<file path="config.mk">
export PLATFORM = sky130hd
export DESIGN_NAME = double_ended_queue_core
export DESIGN_NICKNAME = d
export VERILOG_FILES = /design/src/rtl/core/deq_pkg.sv /design/src/rtl/core/deq_dpath.sv /design/src/rtl/core/deq_ctrl.sv /design/src/rtl/core/double_ended_queue_core.sv
export SDC_FILE = /design/constraint.sdc
export NUM_CORES = 1
export LEC_CHECK = 0
export BUFFER_PORTS_ARGS = -buffer_cell sky130_fd_sc_hd__buf_2
export CAP_MARGIN = 25
export CORE_MARGIN = 5
export CORE_UTILIZATION = 25
export CTS_BUF_LIST = sky130_fd_sc_hd__clkbuf_4 sky130_fd_sc_hd__clkbuf_8
export DETAILED_ROUTE_END_ITERATION = 8
export GPL_ROUTABILITY_DRIVEN = 0
export HOLD_SLACK_MARGIN = 0.15
export PLACE_DENSITY_LB_ADDON = 0.15
export REMOVE_ABC_BUFFERS = 1
export SYNTH_ARGS = -nofsm -noshare
export SYNTH_HDL_FRONTEND = slang
export SYNTH_HIERARCHICAL = 1
export SYNTH_SLANG_ARGS = --single-unit
</file>
<file path="constraint.sdc">
create_clock -name clk -period 6 [get_ports clk]
set_input_delay 0.6 -clock clk [delete_from_list [all_inputs] [get_ports clk]]
set_output_delay 0.6 -clock clk [all_outputs]
set_load 0.01 [all_outputs]
</file>
<file path="src/rtl/core/deq_pkg.sv">
// Shared types and codes for the double-ended queue core.
// Used by the controller, the datapath, the top level and the checker.
`default_nettype none

package deq_pkg;

	localparam logic [2:0] MODE_PUSH_BACK  = 3'd0;
	localparam logic [2:0] MODE_PUSH_FRONT = 3'd1;
	localparam logic [2:0] MODE_POP_FRONT  = 3'd2;
	localparam logic [2:0] MODE_POP_BACK   = 3'd3;
	localparam logic [2:0] MODE_LIST_BACK  = 3'd4;
	localparam logic [2:0] MODE_LIST_FRONT = 3'd5;

	localparam logic [1:0] STATUS_OK    = 2'd0;
	localparam logic [1:0] STATUS_FULL  = 2'd1;
	localparam logic [1:0] STATUS_EMPTY = 2'd2;

	typedef struct packed {
		logic [2:0]         mode;
		logic signed [31:0] value;
	} in_t;

	typedef struct packed {
		logic signed [31:0] key_out;
		logic [4:0]         entry_count;
		logic [1:0]         status;
		logic               last;
	} out_t;

	typedef enum logic [1:0] {
		S_IDLE,
		S_READ,
		S_LOAD,
		S_OUT
	} state_t;

	// Commands from the controller to the datapath.
	typedef struct packed {
		logic       push_back;
		logic       push_front;
		logic       pop_front;
		logic       pop_back;
		logic       load_list;
		logic       list_back;
		logic       list_rd;
		logic       cnt_inc;
		logic       out_mem;
		logic       out_imm;
		logic [1:0] imm_status;
	} cmd_t;

	// Status from the datapath to the controller.
	typedef struct packed {
		logic full;
		logic empty;
		logic last;
	} stat_t;

endpackage

`default_nettype wire

</file>
<file path="src/rtl/core/deq_dpath.sv">
// Datapath of the double-ended queue: entry memory, front pointer, occupancy,
// listing counter and the result register. Depends on deq_pkg.
`default_nettype none

module deq_dpath #(
	parameter int DEPTH = 16
) (
	input  wire logic                clk,
	input  wire logic                arst_n,
	input  wire deq_pkg::cmd_t       cmd,
	input  wire logic signed [31:0]  value,
	output deq_pkg::stat_t           stat,
	output deq_pkg::out_t            out_data
);
	import deq_pkg::*;

	localparam int IW = (DEPTH > 1) ? $clog2(DEPTH) : 1;
	localparam int CW = $clog2(DEPTH + 1);
	localparam logic [IW:0]   DEPTH_W = (IW + 1)'(DEPTH);
	localparam logic [CW-1:0] DEPTH_C = CW'(DEPTH);
	localparam logic [IW-1:0] LAST_IX = IW'(DEPTH - 1);

	function automatic logic [IW-1:0] wrap(input logic [IW:0] s);
		logic [IW:0] r;
		r = (s >= DEPTH_W) ? s - DEPTH_W : s;
		return r[IW-1:0];
	endfunction

	logic signed [31:0] mem [DEPTH];
	logic signed [31:0] rdata_q;

	logic [IW-1:0] front_q;
	logic [CW-1:0] occ_q;
	logic [CW-1:0] occ_d;
	logic [IW-1:0] cnt_q;
	logic          list_q;
	logic          back_q;

	logic signed [31:0] key_q;
	logic [4:0]         count_q;
	logic [1:0]         status_q;
	logic               last_q;

	logic [IW-1:0] back_addr;
	logic [IW-1:0] tail_addr;
	logic [IW-1:0] prev_front;
	logic [IW-1:0] next_front;
	logic [CW-1:0] occ_m1;
	logic [CW-1:0] list_off;
	logic [IW-1:0] list_addr;
	logic [IW-1:0] waddr;
	logic [IW-1:0] raddr;
	logic          list_last;
	logic [CW+4:0] occ_ext;

	assign occ_m1     = occ_q - 1'b1;
	assign back_addr  = wrap({1'b0, front_q} + (IW + 1)'(occ_q));
	assign tail_addr  = wrap({1'b0, front_q} + (IW + 1)'(occ_m1));
	assign prev_front = (front_q == '0) ? LAST_IX : front_q - 1'b1;
	assign next_front = wrap({1'b0, front_q} + 1'b1);
	assign list_off   = back_q ? occ_m1 - CW'(cnt_q) : CW'(cnt_q);
	assign list_addr  = wrap({1'b0, front_q} + (IW + 1)'(list_off));
	assign list_last  = (CW'(cnt_q) + 1'b1) == occ_q;

	assign waddr = cmd.push_front ? prev_front : back_addr;

	always_comb begin
		raddr = list_addr;
		if (cmd.pop_front) begin
			raddr = front_q;
		end else if (cmd.pop_back) begin
			raddr = tail_addr;
		end
	end

	always_comb begin
		occ_d = occ_q;
		if (cmd.push_back || cmd.push_front) begin
			occ_d = occ_q + 1'b1;
		end else if (cmd.pop_front || cmd.pop_back) begin
			occ_d = occ_m1;
		end
	end

	// The count field is the occupancy cut to five bits.
	assign occ_ext = {5'b0, occ_d};

	always_ff @(posedge clk) begin
		if (cmd.push_back || cmd.push_front) begin
			mem[waddr] <= value;
		end
	end

	always_ff @(posedge clk) begin
		if (cmd.pop_front || cmd.pop_back || cmd.list_rd) begin
			rdata_q <= mem[raddr];
		end
	end

	always_ff @(posedge clk or negedge arst_n) begin
		if (!arst_n) begin
			front_q <= '0;
			occ_q   <= '0;
			cnt_q   <= '0;
			list_q  <= 1'b0;
			back_q  <= 1'b0;
		end else begin
			occ_q <= occ_d;
			if (cmd.push_front) begin
				front_q <= prev_front;
			end else if (cmd.pop_front) begin
				front_q <= next_front;
			end
			if (cmd.load_list) begin
				list_q <= 1'b1;
				back_q <= cmd.list_back;
				cnt_q  <= '0;
			end else if (cmd.pop_front || cmd.pop_back) begin
				list_q <= 1'b0;
			end else if (cmd.cnt_inc) begin
				cnt_q <= cnt_q + 1'b1;
			end
		end
	end

	always_ff @(posedge clk) begin
		if (cmd.out_imm) begin
			key_q    <= '0;
			count_q  <= occ_ext[4:0];
			status_q <= cmd.imm_status;
			last_q   <= 1'b1;
		end else if (cmd.out_mem) begin
			key_q    <= rdata_q;
			count_q  <= occ_ext[4:0];
			status_q <= STATUS_OK;
			last_q   <= !list_q || list_last;
		end
	end

	assign stat.full  = (occ_q == DEPTH_C);
	assign stat.empty = (occ_q == '0);
	assign stat.last  = last_q;

	assign out_data.key_out     = key_q;
	assign out_data.entry_count = count_q;
	assign out_data.status      = status_q;
	assign out_data.last        = last_q;

endmodule

`default_nettype wire

</file>
<file path="src/rtl/core/deq_ctrl.sv">
// Controller of the double-ended queue: decodes each request and sequences
// memory reads and result delivery. Depends on deq_pkg.
`default_nettype none

module deq_ctrl (
	input  wire logic           clk,
	input  wire logic           arst_n,
	input  wire logic           in_valid,
	output logic                in_ready,
	input  wire logic [2:0]     mode,
	output logic                out_valid,
	input  wire logic           out_ready,
	input  wire deq_pkg::stat_t stat,
	output deq_pkg::cmd_t       cmd
);
	import deq_pkg::*;

	state_t state_q;
	state_t state_d;

	always_ff @(posedge clk or negedge arst_n) begin
		if (!arst_n) begin
			state_q <= S_IDLE;
		end else begin
			state_q <= state_d;
		end
	end

	always_comb begin
		state_d = state_q;
		case (state_q)
			S_IDLE: begin
				if (in_valid) begin
					case (mode)
						MODE_PUSH_BACK, MODE_PUSH_FRONT: state_d = S_OUT;
						MODE_POP_FRONT, MODE_POP_BACK:   state_d = stat.empty ? S_OUT : S_LOAD;
						MODE_LIST_BACK, MODE_LIST_FRONT: state_d = stat.empty ? S_OUT : S_READ;
						default:                         state_d = S_IDLE;
					endcase
				end
			end
			S_READ: state_d = S_LOAD;
			S_LOAD: state_d = S_OUT;
			S_OUT: begin
				if (out_ready) begin
					state_d = stat.last ? S_IDLE : S_READ;
				end
			end
			default: state_d = S_IDLE;
		endcase
	end

	always_comb begin
		cmd       = '0;
		in_ready  = (state_q == S_IDLE);
		out_valid = (state_q == S_OUT);
		case (state_q)
			S_IDLE: begin
				if (in_valid) begin
					case (mode)
						MODE_PUSH_BACK, MODE_PUSH_FRONT: begin
							cmd.out_imm = 1'b1;
							if (stat.full) begin
								cmd.imm_status = STATUS_FULL;
							end else begin
								cmd.imm_status = STATUS_OK;
								cmd.push_back  = (mode == MODE_PUSH_BACK);
								cmd.push_front = (mode == MODE_PUSH_FRONT);
							end
						end
						MODE_POP_FRONT, MODE_POP_BACK: begin
							if (stat.empty) begin
								cmd.out_imm    = 1'b1;
								cmd.imm_status = STATUS_EMPTY;
							end else begin
								cmd.pop_front = (mode == MODE_POP_FRONT);
								cmd.pop_back  = (mode == MODE_POP_BACK);
							end
						end
						MODE_LIST_BACK, MODE_LIST_FRONT: begin
							if (stat.empty) begin
								cmd.out_imm    = 1'b1;
								cmd.imm_status = STATUS_EMPTY;
							end else begin
								cmd.load_list = 1'b1;
								cmd.list_back = (mode == MODE_LIST_BACK);
							end
						end
						default: cmd = '0;
					endcase
				end
			end
			S_READ: cmd.list_rd = 1'b1;
			S_LOAD: cmd.out_mem = 1'b1;
			S_OUT: begin
				// Step to the next entry once a listing result has been taken.
				if (out_ready && !stat.last) begin
					cmd.cnt_inc = 1'b1;
				end
			end
			default: cmd = '0;
		endcase
	end

endmodule

`default_nettype wire

</file>
<file path="src/rtl/core/double_ended_queue_core.sv">
// Top level of the double-ended queue core: joins controller and datapath.
// Depends on deq_pkg, deq_ctrl and deq_dpath.
//
// A double-ended queue of DEPTH signed 32-bit keys in a circular buffer held
// in a single-port-write, registered-read memory. One request is handled at a
// time: the next request is taken once the last result of the current one has
// been taken. A push, or any request refused because the queue is full or
// empty, is accepted and then gives its result; a pop first passes through
// the registered memory read and the result register; a listing of N entries
// revisits the memory read and the result register for each entry. Requests
// with an undefined mode are consumed and give no result.
`default_nettype none

module double_ended_queue_core #(
	parameter int DEPTH = 16
) (
	input  wire logic         clk,
	input  wire logic         arst_n,
	input  wire logic         in_valid,
	output logic              in_ready,
	input  wire deq_pkg::in_t in_data,
	output logic              out_valid,
	input  wire logic         out_ready,
	output deq_pkg::out_t     out_data
);
	import deq_pkg::*;

	cmd_t  cmd;
	stat_t stat;

	deq_ctrl u_ctrl (
		.clk       (clk),
		.arst_n    (arst_n),
		.in_valid  (in_valid),
		.in_ready  (in_ready),
		.mode      (in_data.mode),
		.out_valid (out_valid),
		.out_ready (out_ready),
		.stat      (stat),
		.cmd       (cmd)
	);

	deq_dpath #(
		.DEPTH (DEPTH)
	) u_dpath (
		.clk      (clk),
		.arst_n   (arst_n),
		.cmd      (cmd),
		.value    (in_data.value),
		.stat     (stat),
		.out_data (out_data)
	);

endmodule

`default_nettype wire

</file>
==> results summary <==
The flow ran to the end, and the final reports show no timing, DRC or antenna violations. The worst clock skew on the final layout came out at about 54 ps. Setup repair after global routing left no endpoint under its margin. sky130_fd_sc_hd__edfxtp_1 is the most common cell in the netlist. The number of post-CTS setup repair buffers is 0. Of the synthesized area, sequential elements account for 72.5%. Summed over all nets, the switching power comes to 6.15 mW. The multi-input combinational cell area came out at 6340 sq um. Combinational logic burns 43.0% of the power.

The leakage power is 10.1 nW. The number of warning messages in the yosys log is 6. The power density over the cells is 571 nW/um^2. The worst ir drop on vdd came out at 0.693 mV. The proportion of register bits with asynchronous set or reset after synthesis is 2.83%. The number of pins with negative max-slew slack in the final report is 0. The via count of the first global-routing pass is 13,800. After synthesis, the cell types taking the most area are sky130_fd_sc_hd__edfxtp_1 68%, sky130_fd_sc_hd__mux4_2 5.9%, sky130_fd_sc_hd__mux2i_1 5.5%. TritonCTS built the clock tree.

The overall via count from detail_route came out at about 13,000. Summing every instance area after synthesis gives 24,300 sq um. The headroom to the max-slew limit is 31.4%. In the synthesized netlist the dominant register cell turns out to be sky130_fd_sc_hd__edfxtp_1. For the pin with the worst max-slew slack, the measured transition is 1020 ps. The number of flops mapped to enable cells by yosys came out at 551.

The number of standard-cell rows in the floorplan came out at 114. The part of the power in registers came out at 32.8%. The internal portion of total power came out at 10.4 mW.

The min-delay analysis places its worst path in the category primary input to flop. The mean instance size in the synthesized netlist is 16.5 sq um. The number of nets with antenna violations after detailed routing is 0. Clock latency on the worst-skew pair, taken at its later pin, is roughly 740 ps.

After detailed routing, the number of vias per cell comes to between 4 and 5. The worst setup path is launched from a flop. The post-synthesis cell count is 1,469. The critical path data required time came out at 6420 ps. The tool flagged a number of max-cap violations equal to 0.

The core outline area came out at slightly below 100,000 sq um. The number of buffers on the longest clock path is 3. The global-route usage over all layers came out at 12.2%. The area share of the largest cell type after synthesis came out at between 60% and 70%. In the final routed layout, each cell accounts on average for about 21 um. The count of cell types in the netlist is slightly above 60. The pin count of the biggest net entering global routing is 105. The post-route minimum period is between 4000 and 5000 ps.

The number of top-level pins came out at 81. The half-perimeter wire length of the detailed placement result is 36,200 um. After synthesis, the most frequently instantiated cells are 551 x sky130_fd_sc_hd__edfxtp_1, 151 x sky130_fd_sc_hd__nand2_1, 133 x sky130_fd_sc_hd__mux2i_1.

The clock transition at the registers of the reported paths came out at 70 ps. The cell sitting at the root of the clock tree is a sky130_fd_sc_hd__clkbuf_8. The worst setup path is captured at a flop. The worst setup slack after layout came out at 1200 ps. For this block, the initial DRC count from the detailed router was 707.

The total clock buffers created by CTS is 108. The count of final setup violators is 0. The number of optimization iterations in the first detailed-route pass is 5. The maximum operating frequency is 208 MHz. The die is 322 um wide. The library cell with the largest summed area after synthesis is sky130_fd_sc_hd__edfxtp_1. The switching portion of total power is 37.1%. The maximum level of the CTS H-tree is 3.

The total met2 wirelength after detailed routing is 29,500 um. Of all nets on the critical path, the largest fanout is 64. The routed wire length on met3 is 2500 um.

CTS saw 601 sinks. In the final layout, the share of cells above drive strength 1 is 24.1%. The wire length the detailed router placed on met1 came out at 30,400 um. For this run, the slowest stage of the critical path takes a little under 600 ps. The share of the clock period used by the worst path after layout is 80.0%.

The die height is 322 um. The hold violation count in the final report was 0. The starting density of the core is 25.2%. The die footprint came out at 104,000 sq um.

The slowest stage of the critical path belongs to the cell sky130_fd_sc_hd__dfrtp_1. For this run the aggregate overflow at the end of global routing stands at 0. The arrival time at the worst endpoint came out at 5220 ps. The first-pass GRT wire length is 93,800 um. Counting the fill cells in the layout gives around 9,600. The clock network is responsible for approximately a quarter of the overall power. The final layout contains routed wiring with a total length of 63,900 um. Power comes to 16.6 mW. Routed signal wires occupy layers up through met5. The critical path class is flop to flop. The number of nets at the end of the flow is 1,689. The initial antenna violation count came out at 5. Relative to the synthesized area, the layout overhead comes to 19.4%. The sequential standard cell area is 17,600 sq um. The post-detailed-route DRC marker count is 0.

Traced cell by cell, the critical path runs through inv_1 > ha_1 > nor4b_1 > buf_4 > nor3b_1 > and3_1 > nor2_1 > a21oi_1 > ha_1 > a21o_1 > a21o_1 > and2_1 > o2111a_1 > nor4_4 > buf_12 > mux2i_1 > mux2i_1. The flip-flop and latch count after synthesis came out at 601. Prior to clock tree synthesis, the placed netlist has a worst setup slack of 1170 ps. The number of port buffers is 80.
-- worst max-delay path, delay by kind of cell (launching register included) --
kind,cells,cell delay [ps]
compound gates,4,860
simple gates,6,1370
fa+ha+maj,2,470
flops,1,590
mux,2,380
buf+inv,3,830
-- registers in the layout (all words and copies together) (netlist names), 2 cells and up --
name,count
u_ctrl/state_q,2
u_dpath/cnt_q,4
u_dpath/count_q,5
u_dpath/front_q,4
u_dpath/key_q,32
u_dpath/mem,512
u_dpath/occ_q,5
u_dpath/rdata_q,32
u_dpath/status_q,2
-- what timing repair did --
item,CTS,global route
hold buffers,7,0
resized for setup,0,0
endpoints found under the hold margin,60,0
-- power groups by stage --
| stage | clock (mW) | sequential (mW) | combinational [mW] |
|---|---|---|---|
| floorplan | 0 | 5.41 | 3.67 |
| global placement | 0 | 5.53 | 7.17 |
| detailed placement | 0 | 5.53 | 7.29 |
| CTS | 4.19 | 5.45 | 7.30 |
| global route | 4.37 | 5.48 | 7.89 |
| finish | 4.02 | 5.43 | 7.12 |
-- kinds of logic (layout without fill, tap and decap cells) --
kind of cell,Yosys count,count (layout),share of synthesized area (%)
buffers and inverters,105,349,2.16
AO/OA/AOI/OAI,181,181,5.12
other,0,5,0
multiplexers,200,200,11.6
adder cells (fa/ha/maj),26,26,1.43
XOR/XNOR,18,18,0.649
flip-flops,601,601,72.5
AND/OR/NAND/NOR,338,338,6.55
-- final timing paths --
path	start	endpoint	slack (ps)	cells past startpoint
min in group asynchronous	arst_n	u_dpath/occ_q[1]	410	2
setup / recovery	u_dpath/occ_q[1]	u_dpath/rdata_q[0]	1200	17
hold reg to reg	u_dpath/list_q	u_dpath/list_q	480	1
setup reg to reg	u_dpath/occ_q[1]	u_dpath/rdata_q[0]	1200	17
hold / removal	in_data[9]	u_dpath/mem[8][9]	240	1
max in group asynchronous	arst_n	u_dpath/back_q	5230	2
-- through the flow --
| step | TNS [ps] | area [sq um] | std cells | util [%] | hold slack, ps |
|---|---|---|---|---|---|
| after floorplan | -260920 | 23800 | 1378 | - | 304 |
| final | 0 | 29000 | 2994 | 30.0 | 243 |
| after global routing | 0 | 29000 | 2991 | 30.0 | 178 |
| after CTS | 0 | 29000 | 2987 | 30.0 | 152 |
| after global placement | 0 | 26500 | 2777 | 27.4 | 468 |
| after detailed placement | 0 | 26600 | 2781 | 27.5 | 474 |
-- layer usage --
metal  global-route usage (%)  vias up
met5                        0        -
met4                     3.53        2
met3                     2.39      108
met2                     19.6      243
met1                     17.0     6858
li1                         -     6025
-- layout by cell type (no fill, tap or decap), types with 14 or more instances in the layout --
| master | instances |
|---|---|
| sky130_fd_sc_hd__mux4_2 | 64 |
| sky130_fd_sc_hd__nor2_4 | 16 |
| sky130_fd_sc_hd__and2_0 | 14 |
| sky130_fd_sc_hd__a31oi_1 | 68 |
| sky130_fd_sc_hd__buf_2 | 80 |
| sky130_fd_sc_hd__mux2i_1 | 131 |
| sky130_fd_sc_hd__nand2_1 | 151 |
| sky130_fd_sc_hd__ha_1 | 22 |
| sky130_fd_sc_hd__clkbuf_8 | 119 |
| sky130_fd_sc_hd__edfxtp_1 | 551 |
| sky130_fd_sc_hd__dfrtp_1 | 17 |
| sky130_fd_sc_hd__buf_4 | 31 |
| sky130_fd_sc_hd__clkinv_1 | 15 |
| sky130_fd_sc_hd__dfxtp_1 | 33 |
| sky130_fd_sc_hd__buf_12 | 14 |
| sky130_fd_sc_hd__nor2_1 | 52 |
| sky130_fd_sc_hd__clkbuf_4 | 48 |
| sky130_fd_sc_hd__and2_1 | 55 |
| sky130_fd_sc_hd__a211oi_1 | 66 |
-- area by class of cell --
class                           instances  share of cell area (%)
Antenna cell                            5                  0.0431
Clock buffer                          167                    6.89
Multi-Input combinational cell        763                    21.8
Tap cell                             1276                    5.50
Timing Repair Buffer                  136                    3.69
Inverter                               14                   0.181
Clock inverter                         32                    1.08
Sequential cell                       601                    60.8
(Power assumes the default switching activity.)
